### src/rtl/adts_pkg.sv
// Shared constants, types and the sample rate table for the ADTS deframer.
package adts_pkg;

   localparam int unsigned BYTE_W   = 8;
   localparam int unsigned LEN_W    = 13;
   localparam int unsigned PTS_W    = 64;
   localparam int unsigned RATE_W   = 17;
   localparam int unsigned HDR_CNT_W = 3;
   localparam int unsigned HDR_BYTES = 7;

   // 1024 samples per frame times 1e6 us per second
   localparam int unsigned QUOT_W = 30;
   localparam logic [QUOT_W-1:0] FRAME_DIVIDEND = 30'd1024000000;

   localparam logic [BYTE_W-1:0] SYNC_BYTE   = 8'hFF;
   localparam logic [3:0]        SYNC_NIBBLE = 4'hF;
   localparam logic [LEN_W-1:0]  HDR_LEN     = 13'd7;
   localparam logic [RATE_W-1:0] DEFAULT_RATE = 17'd16000;

   typedef logic [BYTE_W-1:0] byte_type;

   // Sampling frequency index to rate in Hz; reserved codes give zero.
   function automatic logic [RATE_W-1:0] rate_lookup(input logic [3:0] idx);
      logic [RATE_W-1:0] rate;
      case (idx)
         4'd0:    rate = 17'd96000;
         4'd1:    rate = 17'd88200;
         4'd2:    rate = 17'd64000;
         4'd3:    rate = 17'd48000;
         4'd4:    rate = 17'd44100;
         4'd5:    rate = 17'd32000;
         4'd6:    rate = 17'd24000;
         4'd7:    rate = 17'd22050;
         4'd8:    rate = 17'd16000;
         4'd9:    rate = 17'd12000;
         4'd10:   rate = 17'd11025;
         4'd11:   rate = 17'd8000;
         4'd12:   rate = 17'd7350;
         default: rate = '0;
      endcase
      return rate;
   endfunction

endpackage

### src/rtl/adts_divider.sv
// Restoring divider, one quotient bit per cycle, of the frame duration by the rate.
module adts_divider
   import adts_pkg::*;
(
   input  logic              clock,
   input  logic              reset,
   input  logic              start,
   input  logic [RATE_W-1:0] divisor,
   output logic              done,
   output logic [QUOT_W-1:0] quotient
);

   localparam int unsigned CNT_W = $clog2(QUOT_W);

   logic              busy_ff, busy_in;
   logic              done_ff, done_in;
   logic [CNT_W-1:0]  cnt_ff, cnt_in;
   logic [RATE_W-1:0] rem_ff, rem_in;
   logic [RATE_W-1:0] dvs_ff, dvs_in;
   logic [QUOT_W-1:0] quot_ff, quot_in;
   logic [RATE_W:0]   trial;
   logic [RATE_W:0]   diff;

   assign trial = {rem_ff, FRAME_DIVIDEND[cnt_ff]};
   assign diff  = trial - {1'b0, dvs_ff};

   always_comb begin
      busy_in = busy_ff;
      done_in = 1'b0;
      cnt_in  = cnt_ff;
      rem_in  = rem_ff;
      dvs_in  = dvs_ff;
      quot_in = quot_ff;
      if (start) begin
         busy_in = 1'b1;
         cnt_in  = CNT_W'(QUOT_W - 1);
         rem_in  = '0;
         dvs_in  = divisor;
      end else if (busy_ff) begin
         if (trial >= {1'b0, dvs_ff}) begin
            rem_in  = diff[RATE_W-1:0];
            quot_in = {quot_ff[QUOT_W-2:0], 1'b1};
         end else begin
            rem_in  = trial[RATE_W-1:0];
            quot_in = {quot_ff[QUOT_W-2:0], 1'b0};
         end
         if (cnt_ff == '0) begin
            busy_in = 1'b0;
            done_in = 1'b1;
         end else begin
            cnt_in = cnt_ff - 1'b1;
         end
      end
   end

   always_ff @(posedge clock) begin
      if (reset) begin
         busy_ff <= 1'b0;
         done_ff <= 1'b0;
         cnt_ff  <= '0;
      end else begin
         busy_ff <= busy_in;
         done_ff <= done_in;
         cnt_ff  <= cnt_in;
      end
      rem_ff  <= rem_in;
      dvs_ff  <= dvs_in;
      quot_ff <= quot_in;
   end

   assign done     = done_ff;
   assign quotient = quot_ff;

endmodule

### src/rtl/adts_frame_deframer_core.sv
// ADTS frame sync, header parse, frame pass-through and timestamp top level.
//
//   port group  direction  transfer condition       payload
//   req_        in         req_valid & !req_stall   data_byte
//   rsp_        out        rsp_valid & !rsp_stall   out_byte, frame_start, frame_end,
//                                                   frame_length, pts_us, header_error
//   csr_        in         csr_wr_en                fallback sample rate, 17 bits
//
// Sync and header bytes are taken one per cycle. The seventh header byte is followed by
// the header bytes as results (a single error result for a short length). Body bytes
// stream one per cycle while the result slot is free. At a frame end the divider produces
// one quotient bit per cycle, then the timestamp add and the final result follow.
// Reset is synchronous and returns the parser to sync hunt with a zero timestamp.
// A stalled result holds its register; input stalls while emitting, dividing or in a stalled body.
module adts_frame_deframer_core
   import adts_pkg::*;
(
   input  logic              clock,
   input  logic              reset,
   input  logic              req_valid,
   output logic              req_stall,
   input  logic [7:0]        req_data_byte,
   output logic              rsp_valid,
   input  logic              rsp_stall,
   output logic [7:0]        rsp_out_byte,
   output logic              rsp_frame_start,
   output logic              rsp_frame_end,
   output logic [LEN_W-1:0]  rsp_frame_length,
   output logic [PTS_W-1:0]  rsp_pts_us,
   output logic              rsp_header_error,
   input  logic              csr_wr_en,
   input  logic [RATE_W-1:0] csr_wr_data
);

   typedef enum logic [3:0] {
      S_HUNT,
      S_SYNC,
      S_HEADER,
      S_BODY,
      S_EMIT_ERR,
      S_EMIT_HDR,
      S_DIV_GO,
      S_DIV_WAIT,
      S_EMIT_END
   } state_type;

   state_type              state_ff, state_in;
   byte_type               hdr_ff [HDR_BYTES];
   byte_type               hdr_in [HDR_BYTES];
   logic [HDR_CNT_W-1:0]   hdr_cnt_ff, hdr_cnt_in;
   logic [HDR_CNT_W-1:0]   emit_idx_ff, emit_idx_in;
   logic [LEN_W-1:0]       remain_ff, remain_in;
   logic [LEN_W-1:0]       len_ff, len_in;
   logic [PTS_W-1:0]       pts_ff, pts_in;
   byte_type               end_byte_ff, end_byte_in;
   logic [RATE_W-1:0]      fallback_ff, fallback_in;

   logic                   rsp_valid_ff, rsp_valid_in;
   byte_type               rsp_byte_ff, rsp_byte_in;
   logic                   rsp_start_ff, rsp_start_in;
   logic                   rsp_end_ff, rsp_end_in;
   logic [LEN_W-1:0]       rsp_len_ff, rsp_len_in;
   logic [PTS_W-1:0]       rsp_pts_ff, rsp_pts_in;
   logic                   rsp_err_ff, rsp_err_in;

   logic                   accept;
   logic                   slot_free;
   logic [LEN_W-1:0]       parsed_len;
   logic [RATE_W-1:0]      table_rate;
   logic [RATE_W-1:0]      div_rate;
   logic                   div_start;
   logic                   div_done;
   logic [QUOT_W-1:0]      div_quot;

   assign slot_free = !rsp_valid_ff || !rsp_stall;
   assign req_stall = !((state_ff == S_HUNT) || (state_ff == S_SYNC) ||
                        (state_ff == S_HEADER) || ((state_ff == S_BODY) && slot_free));
   assign accept    = req_valid && !req_stall;

   assign parsed_len = {hdr_ff[3][1:0], hdr_ff[4], hdr_ff[5][7:5]};

   // Reserved index falls back to the configured rate, and zero to the default.
   assign table_rate = rate_lookup(hdr_ff[2][5:2]);
   always_comb begin
      if (table_rate != '0) begin
         div_rate = table_rate;
      end else if (fallback_ff != '0) begin
         div_rate = fallback_ff;
      end else begin
         div_rate = DEFAULT_RATE;
      end
   end

   assign div_start = (state_ff == S_DIV_GO);

   adts_divider u_divider (
      .clock    (clock),
      .reset    (reset),
      .start    (div_start),
      .divisor  (div_rate),
      .done     (div_done),
      .quotient (div_quot)
   );

   always_comb begin
      state_in    = state_ff;
      hdr_in      = hdr_ff;
      hdr_cnt_in  = hdr_cnt_ff;
      emit_idx_in = emit_idx_ff;
      remain_in   = remain_ff;
      len_in      = len_ff;
      pts_in      = pts_ff;
      end_byte_in = end_byte_ff;
      fallback_in = csr_wr_en ? csr_wr_data : fallback_ff;

      rsp_valid_in = rsp_valid_ff && rsp_stall;
      rsp_byte_in  = rsp_byte_ff;
      rsp_start_in = rsp_start_ff;
      rsp_end_in   = rsp_end_ff;
      rsp_len_in   = rsp_len_ff;
      rsp_pts_in   = rsp_pts_ff;
      rsp_err_in   = rsp_err_ff;

      case (state_ff)
         S_HUNT: begin
            if (accept && (req_data_byte == SYNC_BYTE)) begin
               hdr_in[0]  = req_data_byte;
               hdr_cnt_in = HDR_CNT_W'(1);
               state_in   = S_SYNC;
            end
         end
         S_SYNC: begin
            if (accept) begin
               if (req_data_byte[7:4] == SYNC_NIBBLE) begin
                  hdr_in[1]  = req_data_byte;
                  hdr_cnt_in = HDR_CNT_W'(2);
                  state_in   = S_HEADER;
               end else begin
                  hdr_cnt_in = '0;
                  state_in   = S_HUNT;
               end
            end
         end
         S_HEADER: begin
            if (accept) begin
               hdr_in[hdr_cnt_ff] = req_data_byte;
               if (hdr_cnt_ff == HDR_CNT_W'(HDR_BYTES - 1)) begin
                  hdr_cnt_in  = '0;
                  len_in      = parsed_len;
                  emit_idx_in = '0;
                  state_in    = (parsed_len < HDR_LEN) ? S_EMIT_ERR : S_EMIT_HDR;
               end else begin
                  hdr_cnt_in = hdr_cnt_ff + 1'b1;
               end
            end
         end
         S_EMIT_ERR: begin
            if (slot_free) begin
               rsp_valid_in = 1'b1;
               rsp_byte_in  = '0;
               rsp_start_in = 1'b0;
               rsp_end_in   = 1'b0;
               rsp_len_in   = len_ff;
               rsp_pts_in   = '0;
               rsp_err_in   = 1'b1;
               remain_in    = '0;
               state_in     = S_HUNT;
            end
         end
         S_EMIT_HDR: begin
            if (slot_free) begin
               rsp_valid_in = 1'b1;
               rsp_byte_in  = hdr_ff[emit_idx_ff];
               rsp_start_in = (emit_idx_ff == '0);
               rsp_end_in   = 1'b0;
               rsp_len_in   = len_ff;
               rsp_pts_in   = '0;
               rsp_err_in   = 1'b0;
               emit_idx_in  = emit_idx_ff + 1'b1;
               if (emit_idx_ff == HDR_CNT_W'(HDR_BYTES - 2) && len_ff == HDR_LEN) begin
                  // header-only frame: last header byte closes the frame
                  end_byte_in = hdr_ff[HDR_BYTES-1];
                  remain_in   = '0;
                  state_in    = S_DIV_GO;
               end else if (emit_idx_ff == HDR_CNT_W'(HDR_BYTES - 1)) begin
                  remain_in = len_ff - HDR_LEN;
                  state_in  = S_BODY;
               end
            end
         end
         S_BODY: begin
            if (accept) begin
               if (remain_ff <= LEN_W'(1)) begin
                  end_byte_in = req_data_byte;
                  remain_in   = '0;
                  state_in    = S_DIV_GO;
               end else begin
                  remain_in    = remain_ff - 1'b1;
                  rsp_valid_in = 1'b1;
                  rsp_byte_in  = req_data_byte;
                  rsp_start_in = 1'b0;
                  rsp_end_in   = 1'b0;
                  rsp_len_in   = len_ff;
                  rsp_pts_in   = '0;
                  rsp_err_in   = 1'b0;
               end
            end
         end
         S_DIV_GO: begin
            state_in = S_DIV_WAIT;
         end
         S_DIV_WAIT: begin
            if (div_done) begin
               pts_in   = pts_ff + PTS_W'(div_quot);
               state_in = S_EMIT_END;
            end
         end
         S_EMIT_END: begin
            if (slot_free) begin
               rsp_valid_in = 1'b1;
               rsp_byte_in  = end_byte_ff;
               rsp_start_in = 1'b0;
               rsp_end_in   = 1'b1;
               rsp_len_in   = len_ff;
               rsp_pts_in   = pts_ff;
               rsp_err_in   = 1'b0;
               state_in     = S_HUNT;
            end
         end
         default: begin
            state_in = S_HUNT;
         end
      endcase
   end

   always_ff @(posedge clock) begin
      if (reset) begin
         state_ff     <= S_HUNT;
         hdr_cnt_ff   <= '0;
         emit_idx_ff  <= '0;
         remain_ff    <= '0;
         len_ff       <= '0;
         pts_ff       <= '0;
         fallback_ff  <= DEFAULT_RATE;
         rsp_valid_ff <= 1'b0;
      end else begin
         state_ff     <= state_in;
         hdr_cnt_ff   <= hdr_cnt_in;
         emit_idx_ff  <= emit_idx_in;
         remain_ff    <= remain_in;
         len_ff       <= len_in;
         pts_ff       <= pts_in;
         fallback_ff  <= fallback_in;
         rsp_valid_ff <= rsp_valid_in;
      end
      hdr_ff       <= hdr_in;
      end_byte_ff  <= end_byte_in;
      rsp_byte_ff  <= rsp_byte_in;
      rsp_start_ff <= rsp_start_in;
      rsp_end_ff   <= rsp_end_in;
      rsp_len_ff   <= rsp_len_in;
      rsp_pts_ff   <= rsp_pts_in;
      rsp_err_ff   <= rsp_err_in;
   end

   assign rsp_valid        = rsp_valid_ff;
   assign rsp_out_byte     = rsp_byte_ff;
   assign rsp_frame_start  = rsp_start_ff;
   assign rsp_frame_end    = rsp_end_ff;
   assign rsp_frame_length = rsp_len_ff;
   assign rsp_pts_us       = rsp_pts_ff;
   assign rsp_header_error = rsp_err_ff;

endmodule
### config.mk
export PLATFORM = sky130hd
export DESIGN_NAME = adts_frame_deframer_core
export DESIGN_NICKNAME = d
export VERILOG_FILES = /design/src/rtl/adts_pkg.sv /design/src/rtl/adts_divider.sv /design/src/rtl/adts_frame_deframer_core.sv
export SDC_FILE = /design/constraint.sdc
export NUM_CORES = 1
export LEC_CHECK = 0
export ABC_AREA = 1
export BUFFER_PORTS_ARGS = -buffer_cell sky130_fd_sc_hd__clkbuf_2
export CAP_MARGIN = 5
export CORE_ASPECT_RATIO = 2
export CORE_UTILIZATION = 45
export CTS_CLUSTER_SIZE = 20
export DETAILED_ROUTE_END_ITERATION = 16
export SLEW_MARGIN = 20
export SYNTH_ARGS = -nofsm -noshare
export SYNTH_HDL_FRONTEND = slang
export SYNTH_SLANG_ARGS = --single-unit
### constraint.sdc
create_clock -name clock -period 3.5 [get_ports clock]
set_clock_uncertainty 0.2 [all_clocks]
set_input_delay 0.175 -clock clock [delete_from_list [all_inputs] [get_ports clock]]
set_output_delay 0.175 -clock clock [all_outputs]
set_load 0.005 [all_outputs]
Word-level counts from Yosys, hierarchy flattened
Memory sizes are Yosys's and may differ from the RTL's. A register that Yosys moved wholly into a read port is not among the register bits. Cells that the tools add are included.

Flip-flop bits (word level): 341. Output and inout bits: 90. Bits in latches: 0. ROM bits: 304. Input port bits: 30. Memory bits (writable): 0. Word-level logic and storage cells: 225. Memories: 2.

Memory list: (no name shown) (words 16, bits a word 17, read ports 1, clocked after memory_dff 1, write ports 0, line adts_pkg.sv:25) `case (idx)`; (no name shown) (words 32, bits a word 1, read ports 1, clocked after memory_dff 0, write ports 0, line adts_divider.sv:24) `assign trial = {rem_ff, FRAME_DIVIDEND[cnt_ff]};`.

Shift operators: 0. $mul: 0. Order comparisons: 7. Add/subtract/negate cells: 7. Muxes and demuxes: 88. Divide/modulo/power cells: 0. Equality and inequality tests: 33. Bitwise operators: 5. Reduce and logical (&&, ||, !) cells: 54.

Operators with widths (count): $mux 64 (4); $pmux 64 s3 (1); $mux 8 (15); $mux 13 (9); $add 64x30->64 (1); $bwmux 56 (1); $mux 56 (1); $mux 17 (3); $mux 4 (12); $pmux 8 s2 (3); $pmux 13 s3 (1); $reduce_bool 17->1 (2); $pmux 4 s8 (1); $pmux 8 s4 (1); $pmux 13 s2 (1); $reduce_and 5->1 (5); $bmux 8 s3 (1); $demux 8 s3 (1); $mux 3 (7); $ge 18x17->1 (1); $ne 2x1->1 const B (9); $ne 2x2->1 const B (9); $sub 17x17->17 (1); $eq 4x3->1 const B (4); 41 further kinds (100).

Depth between registers and ports, before layout
Depth in word-level cells: 8. Depth in mapped cells: 18. Mapped depth without buffers: 18.

Modules after synthesis
Synthesis repeated with hierarchy kept, for this count alone.

Cell total of the unflattened synthesis: 2536. Area total of the unflattened synthesis: 19556.3 µm².

Modules (own cells, without submodules): adts_frame_deframer_core (cells an instance 2089, area each 15645.0 µm², times used 1, seq. area each 7267.0 µm²); adts_divider (cells an instance 447, area each 3911.3 µm², times used 1, seq. area each 1891.8 µm²).

Worst setup path before layout
OpenSTA, ideal clock, no wires.

Kind: flip-flop to flip-flop. Start: reg state_ff[0]. End: reg rsp_end_ff (netlist: rsp_frame_end) (enable). Setup time: 0.419 ns. Slack: 0.272 ns. Path buffers: 1. Period minus slack after synthesis: 3.228 ns. Data arrival time: 2.609 ns. Required time: 2.881 ns. Stages on the path, launching flop included: 8. Path through: dfxtp_1 inv_2 nor3_4 buf_2 nor2_1 o22ai_1 o21ai_0 inv_1.

Word-level cells in the longest chain between the ends: 7. Elaborated cells between the ends (all ways): 19. Those cells by class: eq/ne (10); reduce/logical (9).

RTL lines: from (decl) (line adts_frame_deframer_core.sv:47) `state_type state_ff, state_in;`; from (signal assigned) (line adts_frame_deframer_core.sv:247) `state_ff <= state_in;`; $eq 4x1->1 or $logic_not 4->1 (tied branches) (line adts_frame_deframer_core.sv:76) `assign req_stall = !((state_ff == S_HUNT) || (state_ff == S_SYNC) ||`; $logic_or 1x1->1 (2 in a row) (line adts_frame_deframer_core.sv:76); $logic_or 1x1->1 (line adts_frame_deframer_core.sv:77) `(state_ff == S_HEADER) || ((state_ff == S_BODY) && slot_free));`; $logic_and 1x1->1 (line adts_frame_deframer_core.sv:78) `assign accept = req_valid && !req_stall;`; $ne 2x2->1 (no source line); $reduce_and 5->1 (no source line) (*); to (signal assigned) (line adts_frame_deframer_core.sv:260) `rsp_end_ff <= rsp_end_in;`; to (decl) (line adts_frame_deframer_core.sv:61) `logic rsp_end_ff, rsp_end_in;`.

Every way passes the cells marked *; elsewhere a longest branch is shown, timed or not. A chain may end at the register's enable or synchronous reset.

Worst setup path in the final report
Start: reg u_divider.cnt_ff[1]. End: reg u_divider.rem_ff[13].

Word-level cells in the longest chain between the ends: 4. Elaborated cells between the ends (all ways): 5. Those cells by class: add/sub (1); order compare (1); mux (2); memory (1).

RTL lines: from (decl) (line adts_divider.sv:17) `logic [CNT_W-1:0] cnt_ff, cnt_in;`; from (signal assigned) (line adts_divider.sv:64) `cnt_ff <= cnt_in;`; $mem_v2 32x1 (*); $mux 1 (implied by the code) (*) (line adts_divider.sv:24); $sub 17x17->17 or $ge 18x17->1 (tied branches) (line adts_divider.sv:25, adts_divider.sv:40); $mux 17 (*) (line adts_divider.sv:40) `if (trial >= {1'b0, dvs_ff}) begin`; to (signal assigned) (line adts_divider.sv:66) `rem_ff <= rem_in;`; to (decl) (line adts_divider.sv:18) `logic [RATE_W-1:0] rem_ff, rem_in;`.

Every way passes the cells marked *; elsewhere a longest branch is shown, timed or not. The select of a mux whose other input is x is not followed.

==> out/results.ini <==
[flow_run]
cap_viol_max_count=0

[clock_network]
post_cts_buffers=0
clk_path_buf_depth=3
clock_sinks=358
cts_buffers=35
clockRootBuffer=clkbuf_16
htreeDepth=2
clk_pin_slew_ns=0.07
insertion_delay_ns=0.55
cts_tree=done

[worst_setup_path]
cp_slowest_cell=fa_1
arrival_ns=3.46
crit_chain=inv_1, ha_1, nor2_1, o21ai_0, ha_2, fa_1, nand3b_1, nand2_2, nand2_1, nand2_1, nand2_1, nand2_1, nand3_4, buf_8, nand3b_1, nand3_1, nand2_1
startpoint_type=flop
required_ns=3.79
r2r_start=u_divider.cnt_ff[1]
ff2ff_path_depth=17
reg2reg_slack_ns=0.33
max_stage_delay_ns=0.41
path_class=reg2reg
end_kind=flop
cp_max_fo=17
reg2reg_to=u_divider.rem_ff[13]
path_common_cell=nand2_1

[drt]
drt_first_pass_iters=5
route.detailed.drc=0
drt-initial-drc-count=800
wl_per_cell_um=18.3
antenna_left=0
dr_total_vias=16800
viasPerCell=5.20
routed_wl_um=59200

[pwr]
power_density_nw_per_um2=581
ir_drop_mv=0.599
power.total_mw=12.9
p_leak_nw=9.93

[logic_synthesis]
ys_seq_area_share_pct=47.8
netlist.area_leader.share_pct=31.2
ys.flop_type=edfxtp_1
yosys.area.top_type=edfxtp_1
yosysMostFrequentCell=nand2_1
synth_nets=2580
yosysWarnings=0
syn-instance-count=2486
async_flop_share_pct=0
ys_ff_latch=358
synth_common_cells=650 x nand2_1, 386 x inv_1, 296 x nor2_1
synth_edf_count=199
syn_area_per_cell_um2=7.71
syn-cell-area_um2=19200
ys_top_cells_by_area=edfxtp_1 31%, dfxtp_1 17%, nand2_1 13%
synth.distinct_cells=54

[sta]
finalCritPeriodShare_pct=90.6
setup_viol=0
min_period_ns=3.17
tightest_slew_ns=1.08
fmax_mhz=315
fin_tns_setup_ns=0
maxSlewHeadroom_pct=27.9
final_max_slew_viol_count=0
rsz0062_at_grt=false
worst_slack_ns=0.330
hold_viol=0

[floorplanning]
die_width_um=148
row_count=106
core_area_um2=41900
die_h_um=294
die-area_um2=43500
start_util_pct=45.7
ios=120

[min_path]
hold_depth=3
hold_path_end=emit_idx_ff[1]
hp-class=in2reg
min_from=reset

[cells_and_area]
n_fill_cell=4144
fin_nets=2758
utilization_pct=53.0
area_growth_syn_to_layout_pct=15.9
drive_gt1_share_pct=9.85

[global_routing]
grt_pass1_wl_um=91000
grt_max_degree=60
gr-total-overflow=0
track_usage_pct=27.7
antenna_found_initial=1
grt_pass1_vias=17000

[place]
port-buffer-count=119
place_hpwl_um=45500
dp_slack_ns=0.179
gp_congestion=1.00

[outcome]
status=finished, final reports clean

[cell type report]
class | instances | area, um2 | area share [%]
repair buffers | 200 | 1350 | 6.06
flip-flops and latches | 358 | 9160 | 41.2
well taps | 540 | 676 | 3.04
multi-input cells | 1670 | 8290 | 37.3
clock inverters | 24 | 354 | 1.59
clock buffers | 40 | 895 | 4.03
diodes | 1 | 2.50 | 0.0113
inverters | 399 | 1500 | 6.75
[what timing repair did]
action                                  4_1_cts  5_1_grt
hold buffers                                 44        0
hold endpoints to repair                     82        0
gates resized for setup                       0        7
endpoints found under the setup margin        0       17
[cells by family after synthesis]
kind of cell,after synthesis,synth area share [%]
xor+xnor,43,1.97
compound gates,347,10.2
flops,358,47.8
simple gates,1216,26.6
buf+inv,458,9.19
fa+ha+maj,64,4.26
[through the flow]
| step | cell area (um2) | hold WS [ns] | instances |
|---|---|---|---|
| after floorplan | 19200 | 0.0739 | 2486 |
| after global routing | 22200 | 0.139 | 3232 |
| after detailed placement | 20500 | 0.199 | 3123 |
| after global placement | 20500 | 0.201 | 3123 |
| final | 22200 | 0.131 | 3232 |
| after CTS | 22200 | 0.109 | 3231 |
[worst max path at each step]
stage	startpoint	to	slack, ns	cells after the start
3_5_place_dp	u_divider.cnt_ff[1]	u_divider.rem_ff[13]	0.18	17
6_report	u_divider.cnt_ff[1]	u_divider.rem_ff[13]	0.33	17
3_3_place_gp	u_divider.cnt_ff[1]	u_divider.rem_ff[0]	0.30	17
4_1_cts	u_divider.cnt_ff[1]	u_divider.rem_ff[13]	0.16	17
2_1_floorplan	state_ff[0]	rsp_frame_end	0.27	7
5_1_grt	u_divider.cnt_ff[0]	u_divider.rem_ff[3]	0.02	17
[cells in the final DEF (no fill, tap or decap), types with 8 or more instances in the layout]
master and n:
o221ai_1 9, buf_4 34, inv_2 11, nand2_1 648
dfxtp_1 159, edfxtp_1 199, nor3_1 34, a21oi_1 148
nand3b_1 22, clkbuf_16 35, xnor2_1 11, nand3_1 148
ha_1 61, dlygate4sd3_1 44, nor4_1 15, nor2_1 294
o211ai_1 14, o22ai_1 10, xor2_1 32, o21ai_0 121
clkbuf_2 119, bufinv_16 8, o31ai_1 8, nand4_1 27
inv_1 384
[layer usage]
layer	vias to the layer above	global-route usage, %	routed length, um	part of all wire (%)
met5	-	0	0	0
met4	0	20.6	4720	8.0
met2	438	55.7	33200	56
li1	8411	-	-	-
met1	7753	24.3	19200	32
met3	202	3.21	2060	3.5
[state kept, by name, indices dropped and copies added, names as in the netlist, 13 cells and up]
register            cells
pts_ff                 64
rsp_pts_us             64
hdr_ff                 56
u_divider.quotient     30
fallback_ff            17
table_rate             17
u_divider.dvs_ff       17
u_divider.rem_ff       17
len_ff                 13
remain_ff              13
rsp_frame_length       13
[critical path: cells and delay by family (launching register included)]
kind                       cells  cell delay [ns]
buffers and inverters          2             0.27
adders and majority gates      3             0.95
AOI/OAI and AO/OA              1             0.15
DFF                            1             0.39
and+or+nand+nor               11             1.16
[report_power, final]
part | internal [mW] | switching [mW] | leakage [nW]
logic | 1.11 | 2.19 | 6.20
clock network | 2.46 | 1.75 | 0.595
registers | 5.13 | 0.264 | 3.13
(Power assumes the default switching activity.)
